`src/rtl/core/mesh_vertex_weld_compact_macros.svh`:
```
// Assertion macros used by the mesh vertex weld sequencer.
`ifndef MESH_VERTEX_WELD_COMPACT_MACROS_SVH
`define MESH_VERTEX_WELD_COMPACT_MACROS_SVH

// Same-cycle implication, sampled on clk, off while rst_n is low.
`define MVW_ASSERT_IMP(label, ante, cons, msg) \
    label: assert property (@(posedge clk) disable iff (!rst_n) (ante) |-> (cons)) \
        else $error(msg);

// Next-cycle implication, sampled on clk, off while rst_n is low.
`define MVW_ASSERT_NXT(label, ante, cons, msg) \
    label: assert property (@(posedge clk) disable iff (!rst_n) (ante) |=> (cons)) \
        else $error(msg);

`endif

```
`src/rtl/core/mvw_pkg.sv`:
```
// Types and constants of the mesh vertex weld block.
package mvw_pkg;

    localparam int ADDR_W = 16;
    localparam int CNT_W  = 17;

    localparam logic [1:0] FN_LOAD_KEY = 2'd0;
    localparam logic [1:0] FN_LOAD_IDX = 2'd1;
    localparam logic [1:0] FN_RUN      = 2'd2;
    localparam logic [1:0] FN_READ     = 2'd3;

    localparam logic [2:0] ST_NO_DUP   = 3'd0;
    localparam logic [2:0] ST_WELDED   = 3'd1;
    localparam logic [2:0] ST_EMPTY    = 3'd2;
    localparam logic [2:0] ST_RANGE    = 3'd3;
    localparam logic [2:0] ST_OVERFLOW = 3'd4;

    typedef enum logic [4:0] {
        S_IDLE,
        S_READ,
        S_CHK_RD,
        S_CHK_EX,
        S_REP_V,
        S_REP_VC,
        S_REP_U_RD,
        S_REP_U_EX,
        S_CLR,
        S_MAP_RD,
        S_MAP_IDX,
        S_MAP_REP,
        S_CMP_RD,
        S_CMP_EX,
        S_NUM_RD,
        S_NUM_IDX,
        S_NUM_POS
    } mvw_state_t;

    typedef struct packed {
        logic              key_we;
        logic [ADDR_W-1:0] key_waddr;
        logic [63:0]       key_wh;
        logic [31:0]       key_wl;
        logic [ADDR_W-1:0] key_raddr;
        logic              idx_we;
        logic [ADDR_W-1:0] idx_waddr;
        logic [15:0]       idx_wdata;
        logic [ADDR_W-1:0] idx_raddr;
        logic              rep_we;
        logic [ADDR_W-1:0] rep_waddr;
        logic [ADDR_W-1:0] rep_wdata;
        logic [ADDR_W-1:0] rep_raddr;
        logic              pos_we;
        logic [ADDR_W-1:0] pos_waddr;
        logic [ADDR_W-1:0] pos_wdata;
        logic [ADDR_W-1:0] pos_raddr;
        logic              mark_we;
        logic [ADDR_W-1:0] mark_waddr;
        logic              mark_wdata;
        logic [ADDR_W-1:0] mark_raddr;
    } mvw_mem_req_t;

    typedef struct packed {
        logic [63:0]       key_h;
        logic [31:0]       key_l;
        logic [15:0]       idx;
        logic [ADDR_W-1:0] rep;
        logic [ADDR_W-1:0] pos;
        logic              mark;
    } mvw_mem_rsp_t;

    typedef struct packed {
        logic        valid;
        logic [2:0]  status;
        logic        dup;
        logic [10:0] vcount;
        logic [15:0] idx;
        logic [63:0] key_h;
        logic [31:0] key_l;
    } mvw_res_t;

endpackage

```
`src/rtl/core/mvw_seq.sv`:
```
// Weld sequencer: loads, checks, key compare scan, remap, compaction and reads.
`include "mesh_vertex_weld_compact_macros.svh"

module mvw_seq
    import mvw_pkg::*;
#(
    parameter int MAX_VERTICES = 1024,
    parameter int MAX_INDICES  = 4096
)
(
    input  logic         clk,
    input  logic         rst_n,
    input  logic         start,
    input  logic [1:0]   func,
    input  logic [63:0]  key_high,
    input  logic [31:0]  key_low,
    input  logic [15:0]  index_value,
    input  logic [11:0]  read_slot,
    output logic         idle,
    output mvw_res_t     res,
    output mvw_mem_req_t req,
    input  mvw_mem_rsp_t rsp
);

    localparam logic [CNT_W-1:0] VMAX = CNT_W'(MAX_VERTICES);
    localparam logic [CNT_W-1:0] IMAX = CNT_W'(MAX_INDICES);
    localparam logic [CNT_W-1:0] ONE  = CNT_W'(1);

    mvw_state_t state_reg, state_next;
    logic [CNT_W-1:0] vcnt_reg, vcnt_next;
    logic [CNT_W-1:0] icnt_reg, icnt_next;
    logic             ovf_reg, ovf_next;
    logic [2:0]       last_status_reg, last_status_next;
    logic             last_dup_reg, last_dup_next;
    logic             dup_reg, dup_next;
    logic [CNT_W-1:0] i_reg, i_next;
    logic [CNT_W-1:0] v_reg, v_next;
    logic [CNT_W-1:0] u_reg, u_next;
    logic [CNT_W-1:0] ret_reg, ret_next;
    logic [63:0]      kvh_reg, kvh_next;
    logic [31:0]      kvl_reg, kvl_next;
    logic [11:0]      slot_reg, slot_next;

    logic             hit;
    logic             i_last;
    logic             v_last;

    assign hit    = (rsp.key_h == kvh_reg) && (rsp.key_l == kvl_reg);
    assign i_last = (i_reg + ONE) == icnt_reg;
    assign v_last = (v_reg + ONE) == vcnt_reg;
    assign idle   = (state_reg == S_IDLE);

    always_ff @(posedge clk or negedge rst_n)
    begin
        if (!rst_n)
        begin
            state_reg       <= S_IDLE;
            vcnt_reg        <= '0;
            icnt_reg        <= '0;
            ovf_reg         <= 1'b0;
            last_status_reg <= ST_NO_DUP;
            last_dup_reg    <= 1'b0;
            dup_reg         <= 1'b0;
            i_reg           <= '0;
            v_reg           <= '0;
            u_reg           <= '0;
            ret_reg         <= '0;
        end
        else
        begin
            state_reg       <= state_next;
            vcnt_reg        <= vcnt_next;
            icnt_reg        <= icnt_next;
            ovf_reg         <= ovf_next;
            last_status_reg <= last_status_next;
            last_dup_reg    <= last_dup_next;
            dup_reg         <= dup_next;
            i_reg           <= i_next;
            v_reg           <= v_next;
            u_reg           <= u_next;
            ret_reg         <= ret_next;
        end
    end

    always_ff @(posedge clk)
    begin
        kvh_reg  <= kvh_next;
        kvl_reg  <= kvl_next;
        slot_reg <= slot_next;
    end

    always_comb
    begin
        state_next       = state_reg;
        vcnt_next        = vcnt_reg;
        icnt_next        = icnt_reg;
        ovf_next         = ovf_reg;
        last_status_next = last_status_reg;
        last_dup_next    = last_dup_reg;
        dup_next         = dup_reg;
        i_next           = i_reg;
        v_next           = v_reg;
        u_next           = u_reg;
        ret_next         = ret_reg;
        kvh_next         = kvh_reg;
        kvl_next         = kvl_reg;
        slot_next        = slot_reg;
        req              = '0;
        res              = '0;

        unique case (state_reg)
            S_IDLE:
            begin
                if (start)
                begin
                    unique case (func)
                        FN_LOAD_KEY:
                        begin
                            if (vcnt_reg < VMAX)
                            begin
                                req.key_we    = 1'b1;
                                req.key_waddr = vcnt_reg[ADDR_W-1:0];
                                req.key_wh    = key_high;
                                req.key_wl    = key_low;
                                vcnt_next     = vcnt_reg + ONE;
                            end
                            else
                            begin
                                ovf_next = 1'b1;
                            end
                        end
                        FN_LOAD_IDX:
                        begin
                            if (icnt_reg < IMAX)
                            begin
                                req.idx_we    = 1'b1;
                                req.idx_waddr = icnt_reg[ADDR_W-1:0];
                                req.idx_wdata = index_value;
                                icnt_next     = icnt_reg + ONE;
                            end
                            else
                            begin
                                ovf_next = 1'b1;
                            end
                        end
                        FN_RUN:
                        begin
                            dup_next = 1'b0;
                            i_next   = '0;
                            if (vcnt_reg == '0 || icnt_reg == '0)
                            begin
                                res.valid        = 1'b1;
                                res.status       = ST_EMPTY;
                                res.vcount       = vcnt_reg[10:0];
                                last_status_next = ST_EMPTY;
                                last_dup_next    = 1'b0;
                            end
                            else if (ovf_reg)
                            begin
                                res.valid        = 1'b1;
                                res.status       = ST_OVERFLOW;
                                res.vcount       = vcnt_reg[10:0];
                                last_status_next = ST_OVERFLOW;
                                last_dup_next    = 1'b0;
                            end
                            else
                            begin
                                state_next = S_CHK_RD;
                            end
                        end
                        FN_READ:
                        begin
                            req.idx_raddr = ADDR_W'(read_slot);
                            req.key_raddr = ADDR_W'(read_slot);
                            slot_next     = read_slot;
                            state_next    = S_READ;
                        end
                        default:
                        begin
                            state_next = S_IDLE;
                        end
                    endcase
                end
            end
            S_READ:
            begin
                res.valid  = 1'b1;
                res.status = last_status_reg;
                res.dup    = last_dup_reg;
                res.vcount = vcnt_reg[10:0];
                if (CNT_W'(slot_reg) < icnt_reg)
                begin
                    res.idx = rsp.idx;
                end
                if (CNT_W'(slot_reg) < vcnt_reg)
                begin
                    res.key_h = rsp.key_h;
                    res.key_l = rsp.key_l;
                end
                state_next = S_IDLE;
            end
            S_CHK_RD:
            begin
                req.idx_raddr = i_reg[ADDR_W-1:0];
                state_next    = S_CHK_EX;
            end
            S_CHK_EX:
            begin
                if (CNT_W'(rsp.idx) >= vcnt_reg)
                begin
                    res.valid        = 1'b1;
                    res.status       = ST_RANGE;
                    res.vcount       = vcnt_reg[10:0];
                    last_status_next = ST_RANGE;
                    last_dup_next    = 1'b0;
                    state_next       = S_IDLE;
                end
                else if (i_last)
                begin
                    v_next     = '0;
                    state_next = S_REP_V;
                end
                else
                begin
                    i_next     = i_reg + ONE;
                    state_next = S_CHK_RD;
                end
            end
            S_REP_V:
            begin
                req.key_raddr = v_reg[ADDR_W-1:0];
                state_next    = S_REP_VC;
            end
            S_REP_VC:
            begin
                kvh_next   = rsp.key_h;
                kvl_next   = rsp.key_l;
                u_next     = '0;
                state_next = S_REP_U_RD;
            end
            S_REP_U_RD:
            begin
                if (u_reg == v_reg)
                begin
                    req.rep_we    = 1'b1;
                    req.rep_waddr = v_reg[ADDR_W-1:0];
                    req.rep_wdata = v_reg[ADDR_W-1:0];
                    if (v_last)
                    begin
                        if (dup_reg)
                        begin
                            v_next     = '0;
                            state_next = S_CLR;
                        end
                        else
                        begin
                            res.valid        = 1'b1;
                            res.status       = ST_NO_DUP;
                            res.vcount       = vcnt_reg[10:0];
                            last_status_next = ST_NO_DUP;
                            last_dup_next    = 1'b0;
                            state_next       = S_IDLE;
                        end
                    end
                    else
                    begin
                        v_next     = v_reg + ONE;
                        state_next = S_REP_V;
                    end
                end
                else
                begin
                    req.key_raddr = u_reg[ADDR_W-1:0];
                    state_next    = S_REP_U_EX;
                end
            end
            S_REP_U_EX:
            begin
                if (hit)
                begin
                    req.rep_we    = 1'b1;
                    req.rep_waddr = v_reg[ADDR_W-1:0];
                    req.rep_wdata = u_reg[ADDR_W-1:0];
                    dup_next      = 1'b1;
                    if (v_last)
                    begin
                        v_next     = '0;
                        state_next = S_CLR;
                    end
                    else
                    begin
                        v_next     = v_reg + ONE;
                        state_next = S_REP_V;
                    end
                end
                else
                begin
                    u_next     = u_reg + ONE;
                    state_next = S_REP_U_RD;
                end
            end
            S_CLR:
            begin
                req.mark_we    = 1'b1;
                req.mark_waddr = v_reg[ADDR_W-1:0];
                req.mark_wdata = 1'b0;
                if (v_last)
                begin
                    i_next     = '0;
                    state_next = S_MAP_RD;
                end
                else
                begin
                    v_next = v_reg + ONE;
                end
            end
            S_MAP_RD:
            begin
                req.idx_raddr = i_reg[ADDR_W-1:0];
                state_next    = S_MAP_IDX;
            end
            S_MAP_IDX:
            begin
                req.rep_raddr = rsp.idx;
                state_next    = S_MAP_REP;
            end
            S_MAP_REP:
            begin
                req.idx_we     = 1'b1;
                req.idx_waddr  = i_reg[ADDR_W-1:0];
                req.idx_wdata  = rsp.rep;
                req.mark_we    = 1'b1;
                req.mark_waddr = rsp.rep;
                req.mark_wdata = 1'b1;
                if (i_last)
                begin
                    v_next     = '0;
                    ret_next   = '0;
                    state_next = S_CMP_RD;
                end
                else
                begin
                    i_next     = i_reg + ONE;
                    state_next = S_MAP_RD;
                end
            end
            S_CMP_RD:
            begin
                req.mark_raddr = v_reg[ADDR_W-1:0];
                req.key_raddr  = v_reg[ADDR_W-1:0];
                state_next     = S_CMP_EX;
            end
            S_CMP_EX:
            begin
                req.pos_we    = 1'b1;
                req.pos_waddr = v_reg[ADDR_W-1:0];
                if (rsp.mark)
                begin
                    req.pos_wdata = ret_reg[ADDR_W-1:0];
                    req.key_we    = 1'b1;
                    req.key_waddr = ret_reg[ADDR_W-1:0];
                    req.key_wh    = rsp.key_h;
                    req.key_wl    = rsp.key_l;
                    ret_next      = ret_reg + ONE;
                end
                if (v_last)
                begin
                    i_next     = '0;
                    state_next = S_NUM_RD;
                end
                else
                begin
                    v_next     = v_reg + ONE;
                    state_next = S_CMP_RD;
                end
            end
            S_NUM_RD:
            begin
                req.idx_raddr = i_reg[ADDR_W-1:0];
                state_next    = S_NUM_IDX;
            end
            S_NUM_IDX:
            begin
                req.pos_raddr = rsp.idx;
                state_next    = S_NUM_POS;
            end
            S_NUM_POS:
            begin
                req.idx_we    = 1'b1;
                req.idx_waddr = i_reg[ADDR_W-1:0];
                req.idx_wdata = rsp.pos;
                if (i_last)
                begin
                    vcnt_next        = ret_reg;
                    res.valid        = 1'b1;
                    res.status       = ST_WELDED;
                    res.dup          = 1'b1;
                    res.vcount       = ret_reg[10:0];
                    last_status_next = ST_WELDED;
                    last_dup_next    = 1'b1;
                    state_next       = S_IDLE;
                end
                else
                begin
                    i_next     = i_reg + ONE;
                    state_next = S_NUM_RD;
                end
            end
            default:
            begin
                state_next = S_IDLE;
            end
        endcase
    end

    `MVW_ASSERT_IMP(a_res_not_idle, res.valid && !start, state_reg != S_IDLE, "result out of idle")
    `MVW_ASSERT_IMP(a_vcnt_max, 1'b1, vcnt_reg <= VMAX, "vertex count above capacity")
    `MVW_ASSERT_IMP(a_ret_le_v, state_reg == S_CMP_EX, ret_reg <= v_reg, "compaction ahead of scan")
    `MVW_ASSERT_NXT(a_ovf_sticky, ovf_reg, ovf_reg, "overflow flag cleared")

endmodule

```
`config.mk`:
```
export PLATFORM = sky130hd
export DESIGN_NAME = mvw_seq
export DESIGN_NICKNAME = d
export VERILOG_FILES = /design/src/rtl/core/mvw_pkg.sv /design/src/rtl/core/mvw_seq.sv
export VERILOG_INCLUDE_DIRS = /design/src /design/src/rtl/core
export SDC_FILE = /design/constraint.sdc
export NUM_CORES = 1
export LEC_CHECK = 0
export BUFFER_PORTS_ARGS = -buffer_cell sky130_fd_sc_hd__buf_2
export CAP_MARGIN = 20
export CORE_AREA = 3 3 279 281
export CTS_BUF_LIST = sky130_fd_sc_hd__clkbuf_16
export CTS_CLUSTER_DIAMETER = 50
export DETAILED_ROUTE_END_ITERATION = 10
export DIE_AREA = 0 0 282 284
export PLACE_DENSITY_LB_ADDON = 0.15
export SLEW_MARGIN = 30
export SYNTH_ARGS = -nofsm -noshare
export SYNTH_HDL_FRONTEND = slang
export SYNTH_SLANG_ARGS = --single-unit
```
`constraint.sdc`:
```
create_clock -name clk -period 4.45 [get_ports clk]
set_input_delay 0.445 -clock clk [delete_from_list [all_inputs] [get_ports clk]]
set_output_delay 0.445 -clock clk [all_outputs]
set_load 0.02 [all_outputs]
```
==> results.tsv <==
metric	value	unit
setup total negative slack	0	ns
register clock-pin slew on the reported worst setup and hold paths	0.06	ns
clock skew	0.0342	ns
CP Class	reg -> out	
DRC viols	0	
Seq cells post-synth	221	
sequential cell area fraction in the yosys report	0.364	
synthesis-to-layout area growth	38.5	%
H-tree Lvls	2	
final WL	85.8	mm
first-pass iteration count of the detailed router	9	
highest-count cells in the layout ignoring fill and taps	711 x buf_2, 168 x and2_1, 157 x a22o_1, 127 x xor2_1, 108 x edfxtp_1	
Worst setup SP type	flip-flop	
Num CTS Buffers	41	
Vias	17500	
Peak VDD IR	230	uV
post-place instance area	0.0216	sq mm
Port Buffer Count	712	
Setup-failing EPs final	0	
largest net degree at the start of global routing	116	
Tmin final	4.22	ns
Synth cell types	88	
I/O pin count	713	
WP data arrival	3.77	ns
most common cell after layout, fill and taps aside	buf_2	
Post-synth EDFFs	108	
first-pass GRT wire length	123	mm
worst-path maximum fanout	5	
R2R Path End	i_reg[15]	
Synth area leaders	edfxtp_1 19%, dfrtp_1 17%, a22o_1 8.2%	
Detail Placement HPWL	68.0	mm
Core Region	0.0757	sq mm
Avg WL per Cell	24.4	um
Yosys top cell area share	0.194	
Main synth FF type	dfrtp_1	
Relative slew margins	0.350	
Synth Instances	1807	
final clock period utilization by the worst path	0.948	
Initial Utilization	0.220	
worst flop-to-flop path startpoint	vcnt_reg[7]	
Power Density	257	mW/mm^2
Die Width	282	um
fin. max-slew vios	0	
final hold viol count	0	
Finished Cell Area	0.0231	sq mm
status	finished clean	
Multi-input gate area	0.00983	sq mm
initial antenna violation count	6	
nets	2819	
Total Die Area	0.0801	sq mm
clk_lat worst skew	0.58	ns
max_cap viols	0	
fraction of layout cells with a size suffix above 1	0.377	
1st-iter DRT viols	1459	
worst-margin pin slew	0.975	ns
hold-critical path depth	1	
syn_nets	2127	
clock buffer depth	3	
All-Layer GR Usage	0.206	
Mapped Area	0.0167	sq mm
vias in the first global route	17500	
Fillers	8085	
FMAX	0.237	GHz
Leakage	11.4	nW
reg2reg path depth	11	
max FFs per register	64	
Num Clock Sinks	221	
vias per cell	4.98	
worst-case hold path end point	kvh_reg[45]	
Site Rows	101	
remaining antenna violation count	0	
Die Y	284	um
Avg Cell Area, Syn	9.23	sq um
CTS root buf	clkbuf_16	
GP Congestion	0.920	
reg2reg setup slack	0.78	ns
CP endpoint kind	output port	
dominant cell type by area after synthesis	edfxtp_1	
HP Class	in -> reg	
Final Power	0.00593	W
Storage cell area	0.00608	sq mm
hold slack final	0.107	ns
Congestion Overflow GR	0	
TritonCTS clock tree	yes	
Req. time, crit path	4.01	ns
hold_sp	rsp[126]	
Final Core Density	0.305	
Post-synth ARST share	0.511	
Yosys Warn Count	0	
==> kinds of logic after synthesis <==
family | Yosys count | synth area share
AO/OA/AOI/OAI | 433 | 0.198
multiplexers | 15 | 0.00960
flip-flops | 221 | 0.364
XOR/XNOR | 200 | 0.107
adder cells (fa/ha/maj) | 46 | 0.0345
buffers and inverters | 227 | 0.0567
AND/OR/NAND/NOR | 665 | 0.230
==> critical path, cell delays in order, from the launching register on <==
cell       delay [ns]
dfrtp_1          0.36
ha_2             0.22
nand4_4          0.12
or4_1            0.57
a211oi_1         0.27
o2111ai_1        0.16
nand4b_4         0.25
nor3b_4          0.25
buf_4            0.15
nor4_4           0.04
buf_4            0.16
buf_4            0.15
o21ai_0          0.20
buf_4            0.15
buf_2            0.16
==> worst max-delay path by stage <==
stage / startpoint / end / slack [ns] / depth (start not counted)
floorplan: v_reg[0] / res[113] / 0.95 / 11
global placement: vcnt_reg[7] / res[127] / 0.15 / 9
detailed placement: vcnt_reg[7] / res[118] / 0.51 / 11
CTS: i_reg[0] / res[122] / 0.05 / 11
global route: v_reg[0] / res[120] / -0.0002 / 14
finish: v_reg[0] / res[117] / 0.23 / 14
==> timing repair <==
item / in CTS / in global routing
endpoints found under the hold margin: 26 / 0
endpoints found under the setup margin: 8 / 14
gates cloned: 0 / 0
pin swaps: 1 / 1
gates resized for setup: 6 / 18
hold buffers: 1 / 0
setup buffers: 2 / 4
==> synth_stat cells (25+ instances only) <==
cell / count
and2_1: 169
a22o_1: 157
xor2_1: 127
dfrtp_1: 113
clkbuf_1: 108
edfxtp_1: 108
nand2_1: 98
nor2_1: 94
inv_1: 71
xnor2_1: 70
a21oi_1: 62
o21ai_0: 54
and3_1: 53
ha_1: 46
nand3_1: 45
nor4_1: 37
nand4_1: 33
nor2b_1: 31
a222oi_1: 29
buf_2: 27
a21o_1: 26
nor3_1: 25
==> cell type report <==
| type | instances | share of cell area |
|---|---|---|
| antenna | 2 | 0.000217 |
| sequential | 221 | 0.263 |
| multi-input combinational | 1359 | 0.425 |
| inverter | 72 | 0.0117 |
| clock inverter | 34 | 0.0131 |
| timing repair buffer | 804 | 0.188 |
| clock buffer | 42 | 0.0455 |
| tap | 978 | 0.0530 |
==> layer usage <==
| metal | track usage | part of all wire | vias up |
|---|---|---|---|
| li1 | - | - | 7990 |
| met2 | 0.354 | 0.49 | 745 |
| met4 | 0.0604 | 0.031 | 0 |
| met3 | 0.0291 | 0.054 | 120 |
| met1 | 0.266 | 0.43 | 8622 |
| met5 | 0 | 0 | - |
==> through the flow <==
step           setup WS (ns)  cells
3_5_place_dp           0.511   3427
3_3_place_gp           0.148   3427
6_report               0.232   3512
5_1_grt            -0.000190   3511
2_1_floorplan          0.954   1807
4_1_cts               0.0514   3506
==> power breakdown <==
part           leakage (nW)  switching (W)  internal [W]  total (W)
Sequential             2.43      0.0000580       0.00217    0.00222
Combinational          8.36       0.000396      0.000232   0.000629
Clock                 0.659        0.00125       0.00183    0.00307
No activity file was read; power rests on OpenSTA's default activity.
